## config.mk

```make
export PLATFORM = sky130hd
export DESIGN_NAME = unicycle_odometry_integrator_core
export DESIGN_NICKNAME = d
export VERILOG_FILES = /design/src/hw/rtl/uoi_pkg.sv /design/src/hw/rtl/unicycle_odometry_integrator_core.sv /design/src/hw/rtl/uoi_datapath.sv /design/src/hw/rtl/uoi_ctrl.sv
export SDC_FILE = /design/constraint.sdc
export NUM_CORES = 2
export LEC_CHECK = 0
export ABC_AREA = 1
export BUFFER_PORTS_ARGS = -buffer_cell sky130_fd_sc_hd__buf_4
export CORE_UTILIZATION = 64
export CTS_CLUSTER_SIZE = 14
export DETAILED_ROUTE_END_ITERATION = 8
export PLACE_DENSITY_LB_ADDON = 0.3
export SLEW_MARGIN = 20
export SYNTH_ARGS = -nofsm -noshare
export SYNTH_HDL_FRONTEND = slang
export SYNTH_SLANG_ARGS = --single-unit
```

## constraint.sdc

```tcl
create_clock -name clock -period 13 [get_ports clock]
set_input_delay 1.3 -clock clock [delete_from_list [all_inputs] [get_ports clock]]
set_output_delay 1.3 -clock clock [all_outputs]
set_load 0.02 [all_outputs]
```

## src/hw/rtl/uoi_pkg.sv

```systemverilog
// ----------------------------------------------------------------------------
// uoi_pkg
// Shared types, constants and the arctangent table of the odometry integrator.
// ----------------------------------------------------------------------------
package uoi_pkg;

   // cordic iteration count, capped at the length of the arctangent table
   localparam int CORDIC_STEPS  = 16;
   localparam int ATAN_ENTRIES  = 24;
   localparam int CORDIC_ITERS  = (CORDIC_STEPS > ATAN_ENTRIES) ? ATAN_ENTRIES : CORDIC_STEPS;
   localparam int IDX_W         = $clog2(CORDIC_ITERS);

   // fixed point constants
   localparam int PI_Q13        = 25736;
   localparam int TWO_PI_Q13    = 51472;
   localparam int HALF_PI_Q13   = 12868;
   localparam int CORDIC_GAIN   = 652032874;

   // configuration register map
   localparam int CSR_ADDR_W    = 2;
   localparam logic [CSR_ADDR_W-1:0] REG_TIME_STEP = 2'd0;
   localparam logic [CSR_ADDR_W-1:0] REG_SMOOTHING = 2'd1;
   localparam logic [15:0] TIME_STEP_RESET = 16'd3277;
   localparam logic [15:0] SMOOTHING_RESET = 16'd6554;

   // operand selection for the shared multiplier
   typedef enum logic [3:0] {
      MUL_NONE,
      MUL_HEAD,
      MUL_DIST,
      MUL_LIN,
      MUL_ANG,
      MUL_XLO,
      MUL_XHI,
      MUL_YLO,
      MUL_YHI
   } mul_sel_type;

   // command word from controller to datapath
   typedef struct packed {
      mul_sel_type      mul_sel;
      logic             load_in;
      logic             head_upd;
      logic             cordic_init;
      logic             cordic_step;
      logic             lin_upd;
      logic             ang_upd;
      logic             dist_load;
      logic             lo_load;
      logic             x_upd;
      logic             y_upd;
      logic             out_load;
      logic [IDX_W-1:0] iter;
   } uoi_cmd_type;

   // arctangent of 2^-i in Q2.30
   function automatic logic [29:0] atan_q30(input logic [4:0] i);
      logic [31:0] v;
      case (i)
         5'd0:    v = 32'h3243F6A8;
         5'd1:    v = 32'h1DAC6705;
         5'd2:    v = 32'h0FADBAFC;
         5'd3:    v = 32'h07F56EA6;
         5'd4:    v = 32'h03FEAB76;
         5'd5:    v = 32'h01FFD55B;
         5'd6:    v = 32'h00FFFAAA;
         5'd7:    v = 32'h007FFF55;
         5'd8:    v = 32'h003FFFEA;
         5'd9:    v = 32'h001FFFFD;
         5'd10:   v = 32'h000FFFFF;
         5'd11:   v = 32'h0007FFFF;
         5'd12:   v = 32'h0003FFFF;
         5'd13:   v = 32'h0001FFFF;
         5'd14:   v = 32'h0000FFFF;
         5'd15:   v = 32'h00007FFF;
         5'd16:   v = 32'h00003FFF;
         5'd17:   v = 32'h00001FFF;
         5'd18:   v = 32'h00000FFF;
         5'd19:   v = 32'h000007FF;
         5'd20:   v = 32'h000003FF;
         5'd21:   v = 32'h000001FF;
         5'd22:   v = 32'h000000FF;
         5'd23:   v = 32'h0000007F;
         default: v = 32'h00000000;
      endcase
      return v[29:0];
   endfunction

endpackage

```

## src/hw/rtl/unicycle_odometry_integrator_core.sv

```systemverilog
// ----------------------------------------------------------------------------
// unicycle_odometry_integrator_core
// Dead-reckoning pose integrator with cordic heading rotation and smoothing.
// ----------------------------------------------------------------------------
//  channel  direction  handshake              payload
//  req      in         req_valid / req_stall  linear_speed, angular_speed
//  rsp      out        rsp_valid / rsp_stall  pos_x, pos_y, heading, smoothed x2
//  csr      in         csr_wr_en              csr_addr, csr_wr_data
//
//  each word runs in turn through the serial cordic rotator and the one
//  shared multiplier that forms heading, filter and position products;
//  req_stall holds off the next word until the sequencer is back in idle.
//  reset is synchronous and clears pose, filters and restores dt and alpha.
//  a finished word waits in the result register; a stalled result holds the
//  sequencer in its final step until the slot frees.
// ----------------------------------------------------------------------------
module unicycle_odometry_integrator_core import uoi_pkg::*; (
   input  logic                  clock,
   input  logic                  reset,
   input  logic                  req_valid,
   output logic                  req_stall,
   input  logic signed [15:0]    req_linear_speed,
   input  logic signed [15:0]    req_angular_speed,
   output logic                  rsp_valid,
   input  logic                  rsp_stall,
   output logic signed [31:0]    rsp_pos_x,
   output logic signed [31:0]    rsp_pos_y,
   output logic signed [15:0]    rsp_heading,
   output logic signed [15:0]    rsp_smoothed_linear,
   output logic signed [15:0]    rsp_smoothed_angular,
   input  logic                  csr_wr_en,
   input  logic [CSR_ADDR_W-1:0] csr_addr,
   input  logic [15:0]           csr_wr_data
);

   uoi_cmd_type cmd;

   // sequencer
   uoi_ctrl u_ctrl (
      .clock     (clock),
      .reset     (reset),
      .req_valid (req_valid),
      .req_stall (req_stall),
      .rsp_valid (rsp_valid),
      .rsp_stall (rsp_stall),
      .cmd       (cmd)
   );

   // arithmetic and state
   uoi_datapath u_datapath (
      .clock                (clock),
      .reset                (reset),
      .cmd                  (cmd),
      .csr_wr_en            (csr_wr_en),
      .csr_addr             (csr_addr),
      .csr_wr_data          (csr_wr_data),
      .req_linear_speed     (req_linear_speed),
      .req_angular_speed    (req_angular_speed),
      .rsp_pos_x            (rsp_pos_x),
      .rsp_pos_y            (rsp_pos_y),
      .rsp_heading          (rsp_heading),
      .rsp_smoothed_linear  (rsp_smoothed_linear),
      .rsp_smoothed_angular (rsp_smoothed_angular)
   );

endmodule

```

## src/hw/rtl/uoi_datapath.sv

```systemverilog
// ----------------------------------------------------------------------------
// uoi_datapath
// Pose and filter state, shared multiplier, cordic rotator and result word.
// ----------------------------------------------------------------------------
module uoi_datapath import uoi_pkg::*; (
   input  logic                  clock,
   input  logic                  reset,
   input  uoi_cmd_type           cmd,
   input  logic                  csr_wr_en,
   input  logic [CSR_ADDR_W-1:0] csr_addr,
   input  logic [15:0]           csr_wr_data,
   input  logic signed [15:0]    req_linear_speed,
   input  logic signed [15:0]    req_angular_speed,
   output logic signed [31:0]    rsp_pos_x,
   output logic signed [31:0]    rsp_pos_y,
   output logic signed [15:0]    rsp_heading,
   output logic signed [15:0]    rsp_smoothed_linear,
   output logic signed [15:0]    rsp_smoothed_angular
);

   // configuration
   logic [15:0]        time_step_ff;
   logic [15:0]        alpha_ff;

   // captured command word
   logic signed [15:0] v_ff;
   logic signed [15:0] w_ff;

   // architectural state
   logic signed [31:0] x_ff;
   logic signed [31:0] y_ff;
   logic signed [15:0] heading_ff;
   logic signed [23:0] lin_f_ff;
   logic signed [23:0] ang_f_ff;

   // working registers
   logic signed [50:0] prod_ff;
   logic signed [50:0] lo_ff;
   logic signed [32:0] dist_ff;
   logic signed [33:0] cx_ff;
   logic signed [33:0] cy_ff;
   logic signed [33:0] cz_ff;
   logic               flip_ff;

   // result word
   logic signed [31:0] out_x_ff;
   logic signed [31:0] out_y_ff;
   logic signed [15:0] out_head_ff;
   logic signed [15:0] out_lin_ff;
   logic signed [15:0] out_ang_ff;

   // next values
   logic signed [50:0] prod_in;
   logic signed [15:0] heading_in;
   logic signed [23:0] lin_f_in;
   logic signed [23:0] ang_f_in;
   logic signed [31:0] x_in;
   logic signed [31:0] y_in;
   logic signed [33:0] cx_in;
   logic signed [33:0] cy_in;
   logic signed [33:0] cz_in;

   // one filter step from the rounded product
   function automatic logic signed [23:0] filt_next(input logic signed [23:0] f,
                                                    input logic signed [50:0] p);
      logic signed [41:0] rnd;
      logic signed [25:0] step;
      logic signed [26:0] sum;
      rnd  = p[41:0] + 42'sd32768;
      step = rnd[41:16];
      sum  = 27'(f) + 27'(step);
      if (sum > 27'sd8388607) begin
         sum = 27'sd8388607;
      end else if (sum < -27'sd8388608) begin
         sum = -27'sd8388608;
      end
      return sum[23:0];
   endfunction

   // combine the two partial products, round to Q16.16 and saturate
   function automatic logic signed [31:0] pos_next(input logic signed [31:0] acc,
                                                   input logic signed [50:0] hi,
                                                   input logic signed [50:0] lo);
      logic signed [67:0] full;
      logic signed [29:0] step;
      logic signed [32:0] sum;
      full = (68'(hi) <<< 16) + 68'(lo) + (68'sd1 <<< 37);
      step = full[67:38];
      sum  = 33'(acc) + 33'(step);
      if (sum > 33'sd2147483647) begin
         sum = 33'sd2147483647;
      end else if (sum < -33'sd2147483648) begin
         sum = -33'sd2147483648;
      end
      return sum[31:0];
   endfunction

   // shared multiplier operands
   logic signed [32:0] a_op;
   logic signed [17:0] b_op;
   logic signed [23:0] v_wide;
   logic signed [23:0] w_wide;
   logic signed [24:0] diff_lin;
   logic signed [24:0] diff_ang;
   logic signed [33:0] cos_v;
   logic signed [33:0] sin_v;

   assign v_wide   = {v_ff, 8'h00};
   assign w_wide   = {w_ff, 8'h00};
   assign diff_lin = 25'(v_wide) - 25'(lin_f_ff);
   assign diff_ang = 25'(w_wide) - 25'(ang_f_ff);
   assign cos_v    = flip_ff ? -cx_ff : cx_ff;
   assign sin_v    = flip_ff ? -cy_ff : cy_ff;

   always_comb begin
      a_op = '0;
      b_op = '0;
      case (cmd.mul_sel)
         MUL_HEAD: begin
            a_op = 33'(w_ff);
            b_op = {2'b00, time_step_ff};
         end
         MUL_DIST: begin
            a_op = 33'(v_ff);
            b_op = {2'b00, time_step_ff};
         end
         MUL_LIN: begin
            a_op = 33'(diff_lin);
            b_op = {2'b00, alpha_ff};
         end
         MUL_ANG: begin
            a_op = 33'(diff_ang);
            b_op = {2'b00, alpha_ff};
         end
         MUL_XLO: begin
            a_op = dist_ff;
            b_op = {2'b00, cos_v[15:0]};
         end
         MUL_XHI: begin
            a_op = dist_ff;
            b_op = cos_v[33:16];
         end
         MUL_YLO: begin
            a_op = dist_ff;
            b_op = {2'b00, sin_v[15:0]};
         end
         MUL_YHI: begin
            a_op = dist_ff;
            b_op = sin_v[33:16];
         end
         default: begin
            a_op = '0;
            b_op = '0;
         end
      endcase
      prod_in = 51'(a_op) * 51'(b_op);
   end

   // heading step, single wrap and clamp into plus or minus pi
   logic signed [33:0] head_rnd;
   logic signed [22:0] head_step;
   logic signed [23:0] th0;
   logic signed [23:0] th1;
   logic signed [23:0] th2;

   always_comb begin
      head_rnd  = prod_ff[33:0] + 34'sd1024;
      head_step = head_rnd[33:11];
      th0       = 24'(heading_ff) + 24'(head_step);
      th1       = (th0 > 24'(PI_Q13)) ? th0 - 24'(TWO_PI_Q13) : th0;
      th2       = (th1 < -24'(PI_Q13)) ? th1 + 24'(TWO_PI_Q13) : th1;
      if (th2 > 24'(PI_Q13)) begin
         th2 = 24'(PI_Q13);
      end else if (th2 < -24'(PI_Q13)) begin
         th2 = -24'(PI_Q13);
      end
      heading_in = th2[15:0];
   end

   // filter and position updates
   assign lin_f_in = filt_next(lin_f_ff, prod_ff);
   assign ang_f_in = filt_next(ang_f_ff, prod_ff);
   assign x_in     = pos_next(x_ff, prod_ff, lo_ff);
   assign y_in     = pos_next(y_ff, prod_ff, lo_ff);

   // cordic start vector and one rotation step
   logic signed [16:0] ang_red;
   logic               flip_in;
   logic signed [33:0] atan_v;
   logic signed [33:0] dx;
   logic signed [33:0] dy;

   always_comb begin
      ang_red = 17'(heading_ff);
      flip_in = 1'b0;
      if (heading_ff > 16'(HALF_PI_Q13)) begin
         ang_red = 17'(heading_ff) - 17'(PI_Q13);
         flip_in = 1'b1;
      end else if (heading_ff < -16'(HALF_PI_Q13)) begin
         ang_red = 17'(heading_ff) + 17'(PI_Q13);
         flip_in = 1'b1;
      end
      atan_v = 34'(atan_q30(5'(cmd.iter)));
      dx     = cy_ff >>> cmd.iter;
      dy     = cx_ff >>> cmd.iter;
      if (!cz_ff[33]) begin
         cx_in = cx_ff - dx;
         cy_in = cy_ff + dy;
         cz_in = cz_ff - atan_v;
      end else begin
         cx_in = cx_ff + dx;
         cy_in = cy_ff - dy;
         cz_in = cz_ff + atan_v;
      end
   end

   // configuration and architectural state
   always_ff @(posedge clock) begin
      if (reset) begin
         time_step_ff <= TIME_STEP_RESET;
         alpha_ff     <= SMOOTHING_RESET;
         x_ff         <= '0;
         y_ff         <= '0;
         heading_ff   <= '0;
         lin_f_ff     <= '0;
         ang_f_ff     <= '0;
      end else begin
         if (csr_wr_en) begin
            unique case (csr_addr)
               REG_TIME_STEP: time_step_ff <= csr_wr_data;
               REG_SMOOTHING: alpha_ff     <= csr_wr_data;
               default: ;
            endcase
         end
         if (cmd.head_upd) heading_ff <= heading_in;
         if (cmd.lin_upd)  lin_f_ff   <= lin_f_in;
         if (cmd.ang_upd)  ang_f_ff   <= ang_f_in;
         if (cmd.x_upd)    x_ff       <= x_in;
         if (cmd.y_upd)    y_ff       <= y_in;
      end
   end

   // working registers and result word
   always_ff @(posedge clock) begin
      if (cmd.load_in) begin
         v_ff <= req_linear_speed;
         w_ff <= req_angular_speed;
      end
      if (cmd.mul_sel != MUL_NONE) prod_ff <= prod_in;
      if (cmd.lo_load)   lo_ff   <= prod_ff;
      if (cmd.dist_load) dist_ff <= prod_ff[32:0];
      if (cmd.cordic_init) begin
         cx_ff   <= 34'(CORDIC_GAIN);
         cy_ff   <= '0;
         cz_ff   <= {ang_red, 17'b0};
         flip_ff <= flip_in;
      end else if (cmd.cordic_step) begin
         cx_ff <= cx_in;
         cy_ff <= cy_in;
         cz_ff <= cz_in;
      end
      if (cmd.out_load) begin
         out_x_ff    <= x_ff;
         out_y_ff    <= y_ff;
         out_head_ff <= heading_ff;
         out_lin_ff  <= lin_f_ff[23:8];
         out_ang_ff  <= ang_f_ff[23:8];
      end
   end

   assign rsp_pos_x            = out_x_ff;
   assign rsp_pos_y            = out_y_ff;
   assign rsp_heading          = out_head_ff;
   assign rsp_smoothed_linear  = out_lin_ff;
   assign rsp_smoothed_angular = out_ang_ff;

   // heading stays wrapped after every update
   assert property (@(posedge clock) disable iff (reset)
      $past(cmd.head_upd) |-> (heading_ff <= 16'(PI_Q13)) && (heading_ff >= -16'(PI_Q13)))
      else $error("heading left the wrapped range");

   // the result word carries the heading held at the time of the load
   assert property (@(posedge clock) disable iff (reset)
      cmd.out_load && !cmd.head_upd |=> rsp_heading == $past(heading_ff))
      else $error("result heading does not match state");

endmodule

```

## src/hw/rtl/uoi_ctrl.sv

```systemverilog
// ----------------------------------------------------------------------------
// uoi_ctrl
// Sequencer: steps the datapath through heading, filter, cordic and position.
// ----------------------------------------------------------------------------
module uoi_ctrl import uoi_pkg::*; (
   input  logic        clock,
   input  logic        reset,
   input  logic        req_valid,
   output logic        req_stall,
   output logic        rsp_valid,
   input  logic        rsp_stall,
   output uoi_cmd_type cmd
);

   typedef enum logic [3:0] {
      S_IDLE,
      S_MUL_HEAD,
      S_HEAD,
      S_CINIT,
      S_CITER,
      S_XLO,
      S_XHI,
      S_XUPD,
      S_YHI,
      S_YUPD,
      S_DONE
   } state_type;

   localparam logic [IDX_W-1:0] ITER_LAST = IDX_W'(CORDIC_ITERS - 1);

   state_type        state_ff, state_in;
   logic [IDX_W-1:0] iter_ff, iter_in;
   logic             rsp_valid_ff, rsp_valid_in;
   logic             slot_free;

   assign slot_free = !rsp_valid_ff || !rsp_stall;
   assign req_stall = (state_ff != S_IDLE);
   assign rsp_valid = rsp_valid_ff;

   // command decode and next state
   always_comb begin
      cmd          = '0;
      cmd.mul_sel  = MUL_NONE;
      cmd.iter     = iter_ff;
      state_in     = state_ff;
      iter_in      = iter_ff;
      unique case (state_ff)
         S_IDLE: begin
            if (req_valid) begin
               cmd.load_in = 1'b1;
               state_in    = S_MUL_HEAD;
            end
         end
         S_MUL_HEAD: begin
            cmd.mul_sel = MUL_HEAD;
            state_in    = S_HEAD;
         end
         S_HEAD: begin
            cmd.head_upd = 1'b1;
            cmd.mul_sel  = MUL_LIN;
            state_in     = S_CINIT;
         end
         S_CINIT: begin
            cmd.cordic_init = 1'b1;
            cmd.lin_upd     = 1'b1;
            cmd.mul_sel     = MUL_ANG;
            iter_in         = '0;
            state_in        = S_CITER;
         end
         S_CITER: begin
            cmd.cordic_step = 1'b1;
            // filter and distance work rides along the first two rotations
            if (iter_ff == '0) begin
               cmd.ang_upd = 1'b1;
               cmd.mul_sel = MUL_DIST;
            end
            if (iter_ff == IDX_W'(1)) begin
               cmd.dist_load = 1'b1;
            end
            if (iter_ff == ITER_LAST) begin
               state_in = S_XLO;
            end else begin
               iter_in = iter_ff + 1'b1;
            end
         end
         S_XLO: begin
            cmd.mul_sel = MUL_XLO;
            state_in    = S_XHI;
         end
         S_XHI: begin
            cmd.lo_load = 1'b1;
            cmd.mul_sel = MUL_XHI;
            state_in    = S_XUPD;
         end
         S_XUPD: begin
            cmd.x_upd   = 1'b1;
            cmd.mul_sel = MUL_YLO;
            state_in    = S_YHI;
         end
         S_YHI: begin
            cmd.lo_load = 1'b1;
            cmd.mul_sel = MUL_YHI;
            state_in    = S_YUPD;
         end
         S_YUPD: begin
            cmd.y_upd = 1'b1;
            state_in  = S_DONE;
         end
         S_DONE: begin
            if (slot_free) begin
               cmd.out_load = 1'b1;
               state_in     = S_IDLE;
            end
         end
         default: state_in = S_IDLE;
      endcase

      // result word handshake
      if (cmd.out_load) begin
         rsp_valid_in = 1'b1;
      end else if (!rsp_stall) begin
         rsp_valid_in = 1'b0;
      end else begin
         rsp_valid_in = rsp_valid_ff;
      end
   end

   // state and registered outputs
   always_ff @(posedge clock) begin
      if (reset) begin
         state_ff     <= S_IDLE;
         iter_ff      <= '0;
         rsp_valid_ff <= 1'b0;
      end else begin
         state_ff     <= state_in;
         iter_ff      <= iter_in;
         rsp_valid_ff <= rsp_valid_in;
      end
   end

   // never overwrite a word that is still waiting
   assert property (@(posedge clock) disable iff (reset)
      cmd.out_load |-> !(rsp_valid_ff && rsp_stall))
      else $error("result word overwritten while stalled");

   // an accepted word starts the heading multiply next
   assert property (@(posedge clock) disable iff (reset)
      req_valid && !req_stall |=> state_ff == S_MUL_HEAD)
      else $error("accepted word did not start the sequence");

   // the rotator leaves after its last iteration
   assert property (@(posedge clock) disable iff (reset)
      state_ff == S_CITER && iter_ff == ITER_LAST |=> state_ff == S_XLO)
      else $error("cordic iteration count overrun");

endmodule

```

# Word-level counts from Yosys, hierarchy flattened
# Memory sizes are Yosys's and may differ from the RTL's. A register that Yosys moved wholly into a read port is not among the register bits.
# Cells that the tools add are included.
totals:
  elab_cells: 160
  out_inout_bits: 114
  romBits: 480
  ff_bits: 551
  latch_bits: 0
  ramBits: 0
  n_memories: 1
mem_list:
  columns: ["name", "words", "word_bits", "read_ports", "rd_ports_with_merged_regs", "wr", "line_no", "text"]
  rows:
  - ["(name not given)", 16, 30, 1, 1, 0, "uoi_pkg.sv:59", "case (i)"]
op_classes:
  div_mod_pow: 0
  mux: 49
  n_addsub: 24
  order_cmp: 14
  n_shift: 2
  eq_ne: 26
  n_bitwise: 0
  n_reduce_logical: 18
  n_mul: 1
op_table:
  columns: ["operator", "count"]
  rows:
  - ["34-bit two-way mux", 7]
  - ["33-bit one-hot mux with 5 select lines", 1]
  - ["24-bit two-way mux", 6]
  - ["32-bit two-way mux", 4]
  - ["18-bit one-hot mux with 6 select lines", 1]
  - ["34-bit adder", 2]
  - ["67-bit by 51-bit adder with 68-bit output", 1]
  - ["68-bit by 39-bit adder with 68-bit output, second input constant", 1]
  - ["34-bit negator", 2]
  - ["34-bit by 4-bit >>> shifter with 34-bit output", 2]
  - ["34-bit subtractor", 2]
  - ["32-bit by 30-bit adder with 33-bit output", 2]
  - ["33-bit by 32-bit > comparator with 1-bit output, second input constant", 2]
  - ["33-bit by 32-bit less-than comparator with 1-bit output, second input constant", 2]
  - ["24-bit by 26-bit adder with 27-bit output", 2]
  - ["27-bit by 24-bit > comparator with 1-bit output, second input constant", 2]
  - ["27-bit by 24-bit less-than comparator with 1-bit output, second input constant", 2]
  - ["33-bit by 18-bit multiplier with 51-bit output", 1]
  - ["24-bit by 24-bit subtractor with 25-bit output", 2]
  - ["24-bit by 16-bit > comparator with 1-bit output, second input constant", 2]
  - ["24-bit by 16-bit less-than comparator with 1-bit output, second input constant", 2]
  - ["4-bit one-hot mux with 11 select lines", 1]
  - ["42-bit by 16-bit adder with 42-bit output, second input constant", 1]
  - ["34-bit by 11-bit adder with 34-bit output, second input constant", 1]
  - ["other kinds (34)", 83]

# Longest topological paths before layout
logic_depth:
  depth_word: 9
  mapped_depth: 61
  ltp_nobuf: 60

# Modules after synthesis
# From an unflattened synthesis, not the netlist that was laid out.
hier_totals:
  hier_cells: 8710
  area_unflattened_um2: 64583.2
modules_own_cells:
  columns: ["mod", "area_per_inst_um2", "cells_per_inst", "seq_area_each_um2", "n_inst"]
  rows:
  - ["uoi_datapath", 63940.1, 8617, 13342.8, 1]
  - ["uoi_ctrl", 643.1, 93, 180.2, 1]

# Worst setup path before layout
# No wires, ideal clock.
synth_path:
  kind: "register to register"
  start: "register u_datapath.cy_ff[1]"
  end: "register u_datapath.prod_ff[47] (data pin)"
  stages_incl_launch_ff: 53
  path_buffers: 1
  required_time_ns: 12.726
  path_slack_ns: 3.922
  arrival_time_ns: 8.804
  path_cell_list: "dfxtp_1 -> inv_1 -> ha_1 -> inv_1 -> nor3_1 -> nand3_1 -> nor2_1 -> nand3_1 -> nor3_1 -> nand3_1 -> nor4_1 -> nand2_1 -> o21ai_0 -> xor2_1 -> nand2_1 -> inv_1 -> nor4_2 -> inv_2 -> [17 not listed] -> nand2_1 -> nand4_1 -> nand2_1 -> inv_1 -> o21bai_1 -> nand3_1 -> nand2_1 -> nand3_1 -> nand2_1 -> a21oi_1 -> o21ai_0 -> nand2_1 -> nand2_1 -> nand2_1 -> nand2_1 -> inv_1 -> o41ai_1 -> xor2_1"
synth_via:
  elab_chain_len: 4
synth_lines:
  columns: ["item", "line_no", "text"]
  rows:
  - ["start, declared", "uoi_datapath.sv:41", "logic signed [33:0] cy_ff;"]
  - ["start signal, assigned", "uoi_datapath.sv:259", "cy_ff <= cy_in;"]
  - ["34-bit negator", "uoi_datapath.sv:113", "assign sin_v = flip_ff ? -cy_ff : cy_ff;"]
  - ["34-bit two-way mux *", "uoi_datapath.sv:113", null]
  - ["18-bit one-hot mux with 6 select lines *", "uoi_datapath.sv:118", "case (cmd.mul_sel)"]
  - ["33-bit by 18-bit multiplier with 51-bit output *", "uoi_datapath.sv:156", "prod_in = 51'(a_op) * 51'(b_op);"]
  - ["net u_datapath.prod_in[47]", "uoi_datapath.sv:53", "logic signed [50:0] prod_in;"]
  - ["end signal, assigned", "uoi_datapath.sv:249", "if (cmd.mul_sel != MUL_NONE) prod_ff <= prod_in;"]
  - ["end, declared", "uoi_datapath.sv:37", "logic signed [50:0] prod_ff;"]
# The timed path passes the listed nets; every way through them passes the cells marked *.
# A chain may end at the register's enable or synchronous reset.

# Worst setup path in the final report
layout_path:
  start: "register u_ctrl.iter_ff[0]"
  end: "register u_datapath.prod_ff[47] (data pin)"
layout_via:
  elab_chain_len: 7
  elab_cells_between_ends: 17
  cone_classes: "mul (1); eq/ne (8); mux (4); reduce/logical (4)"
layout_lines:
  columns: ["item", "line_no", "text"]
  rows:
  - ["start, declared", "uoi_ctrl.sv:32", "logic [IDX_W-1:0] iter_ff, iter_in;"]
  - ["start signal, assigned", "uoi_ctrl.sv:136", "iter_ff <= iter_in;"]
  - ["4-bit logical NOT *", "uoi_ctrl.sv:73", "if (iter_ff == '0) begin"]
  - ["2-bit two-way mux *", "uoi_ctrl.sv:73", null]
  - ["4-bit one-hot mux with 8 select lines *", "uoi_ctrl.sv:47", "unique case (state_ff)"]
  - ["4-bit by 3-bit equality test with 1-bit output, or another cell as far along", "uoi_datapath.sv:118", null]
  - ["4-bit OR reduction (no source line) or 2-bit OR reduction (tied branches)", null, null]
  - ["33-bit one-hot mux with 5 select lines or 18-bit one-hot mux with 6 select lines (tied branches)", "uoi_datapath.sv:118", null]
  - ["33-bit by 18-bit multiplier with 51-bit output *", "uoi_datapath.sv:156", null]
  - ["net u_datapath.prod_in[47]", "uoi_datapath.sv:53", null]
# Marked as above.

==> flow_metrics.env <==
export IMPL_criticalPathCategory="reg2reg"
export IMPL_grt_use_total=0.378
export IMPL_place_hpwl_microns=155000
export IMPL_cts_tree="yes"
export IMPL_cts_setup_buffers=0
export IMPL_met2WireLength_microns=88000
export IMPL_cts_buffer_depth=3
export IMPL_routabilityCongestion=1.04
export IMPL_critical_path_startpoint_type="flip-flop"
export IMPL_dpl_instance_area_sq_um=68200
export IMPL_power_frac_comb=0.722
export IMPL_antenna_found_initial=4
export IMPL_synth_edf_count=281
export IMPL_yosys_area_top_type="fa_1"
export IMPL_htreeDepth=2
export IMPL_peakVddDrop_mv=0.237
export IMPL_core_sq_um=102000
export IMPL_drive_gt1_frac=0.0544
export IMPL_port_buffers=168
export IMPL_seqPwrFrac=0.168
export IMPL_synth_most_common_cell="nand2_1"
export IMPL_syn_to_final_growth_pct=7.10
export IMPL_clock_sinks=564
export IMPL_vias=60800
export IMPL_crit_buf_inv=11
export IMPL_finClkSkew_ps=83.1
export IMPL_setup_slack_ps=2050
export IMPL_maxSlewViolCount=0
export IMPL_p_int_w=0.00749
export IMPL_worstPathArrival_ps=11370
export IMPL_first_iter_violations=6895
export IMPL_synth_top_cell_area_share=0.176
export IMPL_die_h_microns=322
export IMPL_min_period_ps=10950
export IMPL_pin_count=169
export IMPL_ys_flop_type="dfxtp_1"
export IMPL_finalHoldViolations=0
export IMPL_topRoutingLayerUsed="met5"
export IMPL_grt_pass1_wl_microns=311000
export IMPL_place_ws_ps=1730
export IMPL_hold_class="reg2reg"
export IMPL_synthArstFlopShare=0
export IMPL_wl_per_cell_microns=19.1
export IMPL_synthCells=8918
export IMPL_dp_cells=10300
export IMPL_ctsResizeCount=0
export IMPL_syn_area_per_cell_sq_um=7.37
export IMPL_clock_latency_ps=700
export IMPL_holdBufCountCts=0
export IMPL_cts_root_buf="clkbuf_16"
export IMPL_numCtsBuffers=60
export IMPL_ys_warn_count=0
export IMPL_critPathMaxStageDelay_ps=700
export IMPL_swShare=0.555
export IMPL_p_sw_w=0.00934
export IMPL_syn_area_sq_um=65700
export IMPL_die_x_microns=322
export IMPL_synth_seq_cells=564
export IMPL_setup_tns_ps=0
export IMPL_powerDensity_nw_per_um2=239
export IMPL_grt_pass1_vias=58600
export IMPL_final_setup_viol_count=0
export IMPL_final_area_sq_um=70400
export IMPL_dieArea_sq_um=104000
export IMPL_worst_pin_slew_ps=1140
export IMPL_rsz0062_at_grt="false"
export IMPL_dr_wl_met3_microns=22000
export IMPL_nNetsFinal=10100
export IMPL_fin_util=0.692
export IMPL_max_freq_mhz=91.4
export IMPL_required_ps=13420
export IMPL_p_clk_frac=0.110
export IMPL_stdcell_count=10400
export IMPL_synth_distinct_cells=74
export IMPL_synthTopCellsByCount="nand2_1, inv_1, nor2_1, o21ai_0, a21oi_1"
export IMPL_cp_end_kind="flip-flop"
export IMPL_slew_headroom=0.240
export IMPL_slowest_stage="dfxtp_4"
export IMPL_yosys_top_cells_area="fa_1, edfxtp_1, nand2_1, ha_1, inv_1"
export IMPL_status="complete, no violations"
export IMPL_syn_nets=10100
export IMPL_drtAntennaViolNets=0
export IMPL_routed_wirelength_microns=198000
export IMPL_cts_reportedPaths_clkPinSlew_ps=60
export IMPL_max_cap_violations=0
export IMPL_path_delay_family="adder cells"
export IMPL_cp_max_fo=66
export IMPL_drc=0
export IMPL_grt_max_degree=77
export IMPL_p_leak_nw=35.7
export IMPL_ys_seq_area_frac=0.215
export IMPL_num_antenna_cells=0
export IMPL_drt_pass1_iter_count=8
export IMPL_start_util=0.646
export IMPL_finalCritPeriodShare=0.842
export IMPL_m1WireLength_microns=77200
export IMPL_grt_overflow=0
export IMPL_vias_per_cell=5.85
export IMPL_fp_row_count=117
## flip-flops by register name, indices dropped and copies added (netlist names), 24 cells and up
name,cells
u_datapath.atan_v,29
u_datapath.dist_ff,33
u_datapath.lo_ff,35
u_datapath.lin_f_ff,24
u_datapath.rsp_pos_y,32
u_datapath.cy_ff,34
u_datapath.rsp_pos_x,32
u_datapath.ang_f_ff,24
u_datapath.x_ff,32
u_datapath.cx_ff,34
u_datapath.y_ff,32
u_datapath.prod_ff,51
u_datapath.cz_ff,34
## worst paths after layout
kind	start	endpoint	slack, ps	cells past startpoint
max reg2reg	u_ctrl.iter_ff[0]	u_datapath.prod_ff[47]	2050	44
min	u_datapath.y_ff[26]	u_datapath.rsp_pos_y[26]	470	0
min reg2reg	u_datapath.y_ff[26]	u_datapath.rsp_pos_y[26]	470	0
max	u_ctrl.iter_ff[0]	u_datapath.prod_ff[47]	2050	44
## worst register-to-register path, delay by kind of cell, from the launching register on
kind | cells | cell delay [ps]
flops | 1 | 700
simple gates | 17 | 2870
buf+inv | 11 | 1700
compound gates | 7 | 1840
xor+xnor | 1 | 110
fa+ha+maj | 8 | 3470
## layout make-up
| cell class | count | area (sq um) |
|---|---|---|
| multi-input combinational | 6368 | 44200 |
| tap | 1368 | 1710 |
| clock inverter | 43 | 586 |
| sequential | 564 | 14100 |
| inverter | 1729 | 6490 |
| fill | 8329 | 31400 |
| timing repair buffer | 237 | 1780 |
| clock buffer | 71 | 1540 |
## metal layers
metal | up-vias | GRT usage
met5 | - | 0
met4 | 4 | 0.182
met3 | 619 | 0.0780
met2 | 3344 | 0.598
met1 | 28300 | 0.496
li1 | 28500 | -
## logic make-up (layout without fill, tap and decap cells)
kind of cell	after synthesis	in the layout	synth area share
AOI/OAI and AO/OA	1613	1613	0.135
xor gates and xnor gates	384	384	0.0512
adders and majority gates	1095	1095	0.274
buffers and inverters	1986	2080	0.115
DFF	564	564	0.215
muxes	49	49	0.00746
and+or+nand+nor	3227	3227	0.202
## placed cells by master (no fill, tap or decap), types with 28 or more instances in the layout
master / n
nor2_1: 657
o31ai_1: 28
o211ai_1: 33
edfxtp_1: 281
or2_2: 38
buf_4: 237
clkbuf_16: 60
xnor2_1: 120
mux2i_1: 49
nor3_1: 97
a21oi_1: 632
nand2_1: 1957
nand3_1: 266
a31oi_1: 48
inv_1: 1695
fa_1: 577
nand4_1: 73
xor2_1: 264
ha_1: 518
nand2_2: 31
o21ai_0: 667
dfxtp_1: 282
## power groups by stage
| stage | registers, W | clock network (W) | logic (W) |
|---|---|---|---|
| floorplan | 0.00256 | 0 | 0.00900 |
| global placement | 0.00282 | 0 | 0.0114 |
| detailed placement | 0.00282 | 0 | 0.0118 |
| CTS | 0.00279 | 0.00187 | 0.0119 |
| global route | 0.00283 | 0.00193 | 0.0135 |
| finish | 0.00282 | 0.00185 | 0.0122 |
## per-stage QoR
| step | power, W | hold WS (ps) |
|---|---|---|
| final | 0.0168 | 466 |
| after global routing | 0.0183 | 481 |
| after CTS | 0.0165 | 461 |
| after detailed placement | 0.0146 | 448 |
| after global placement | 0.0142 | 439 |
| after floorplan | 0.0116 | 426 |
(Power assumes the default switching activity.)
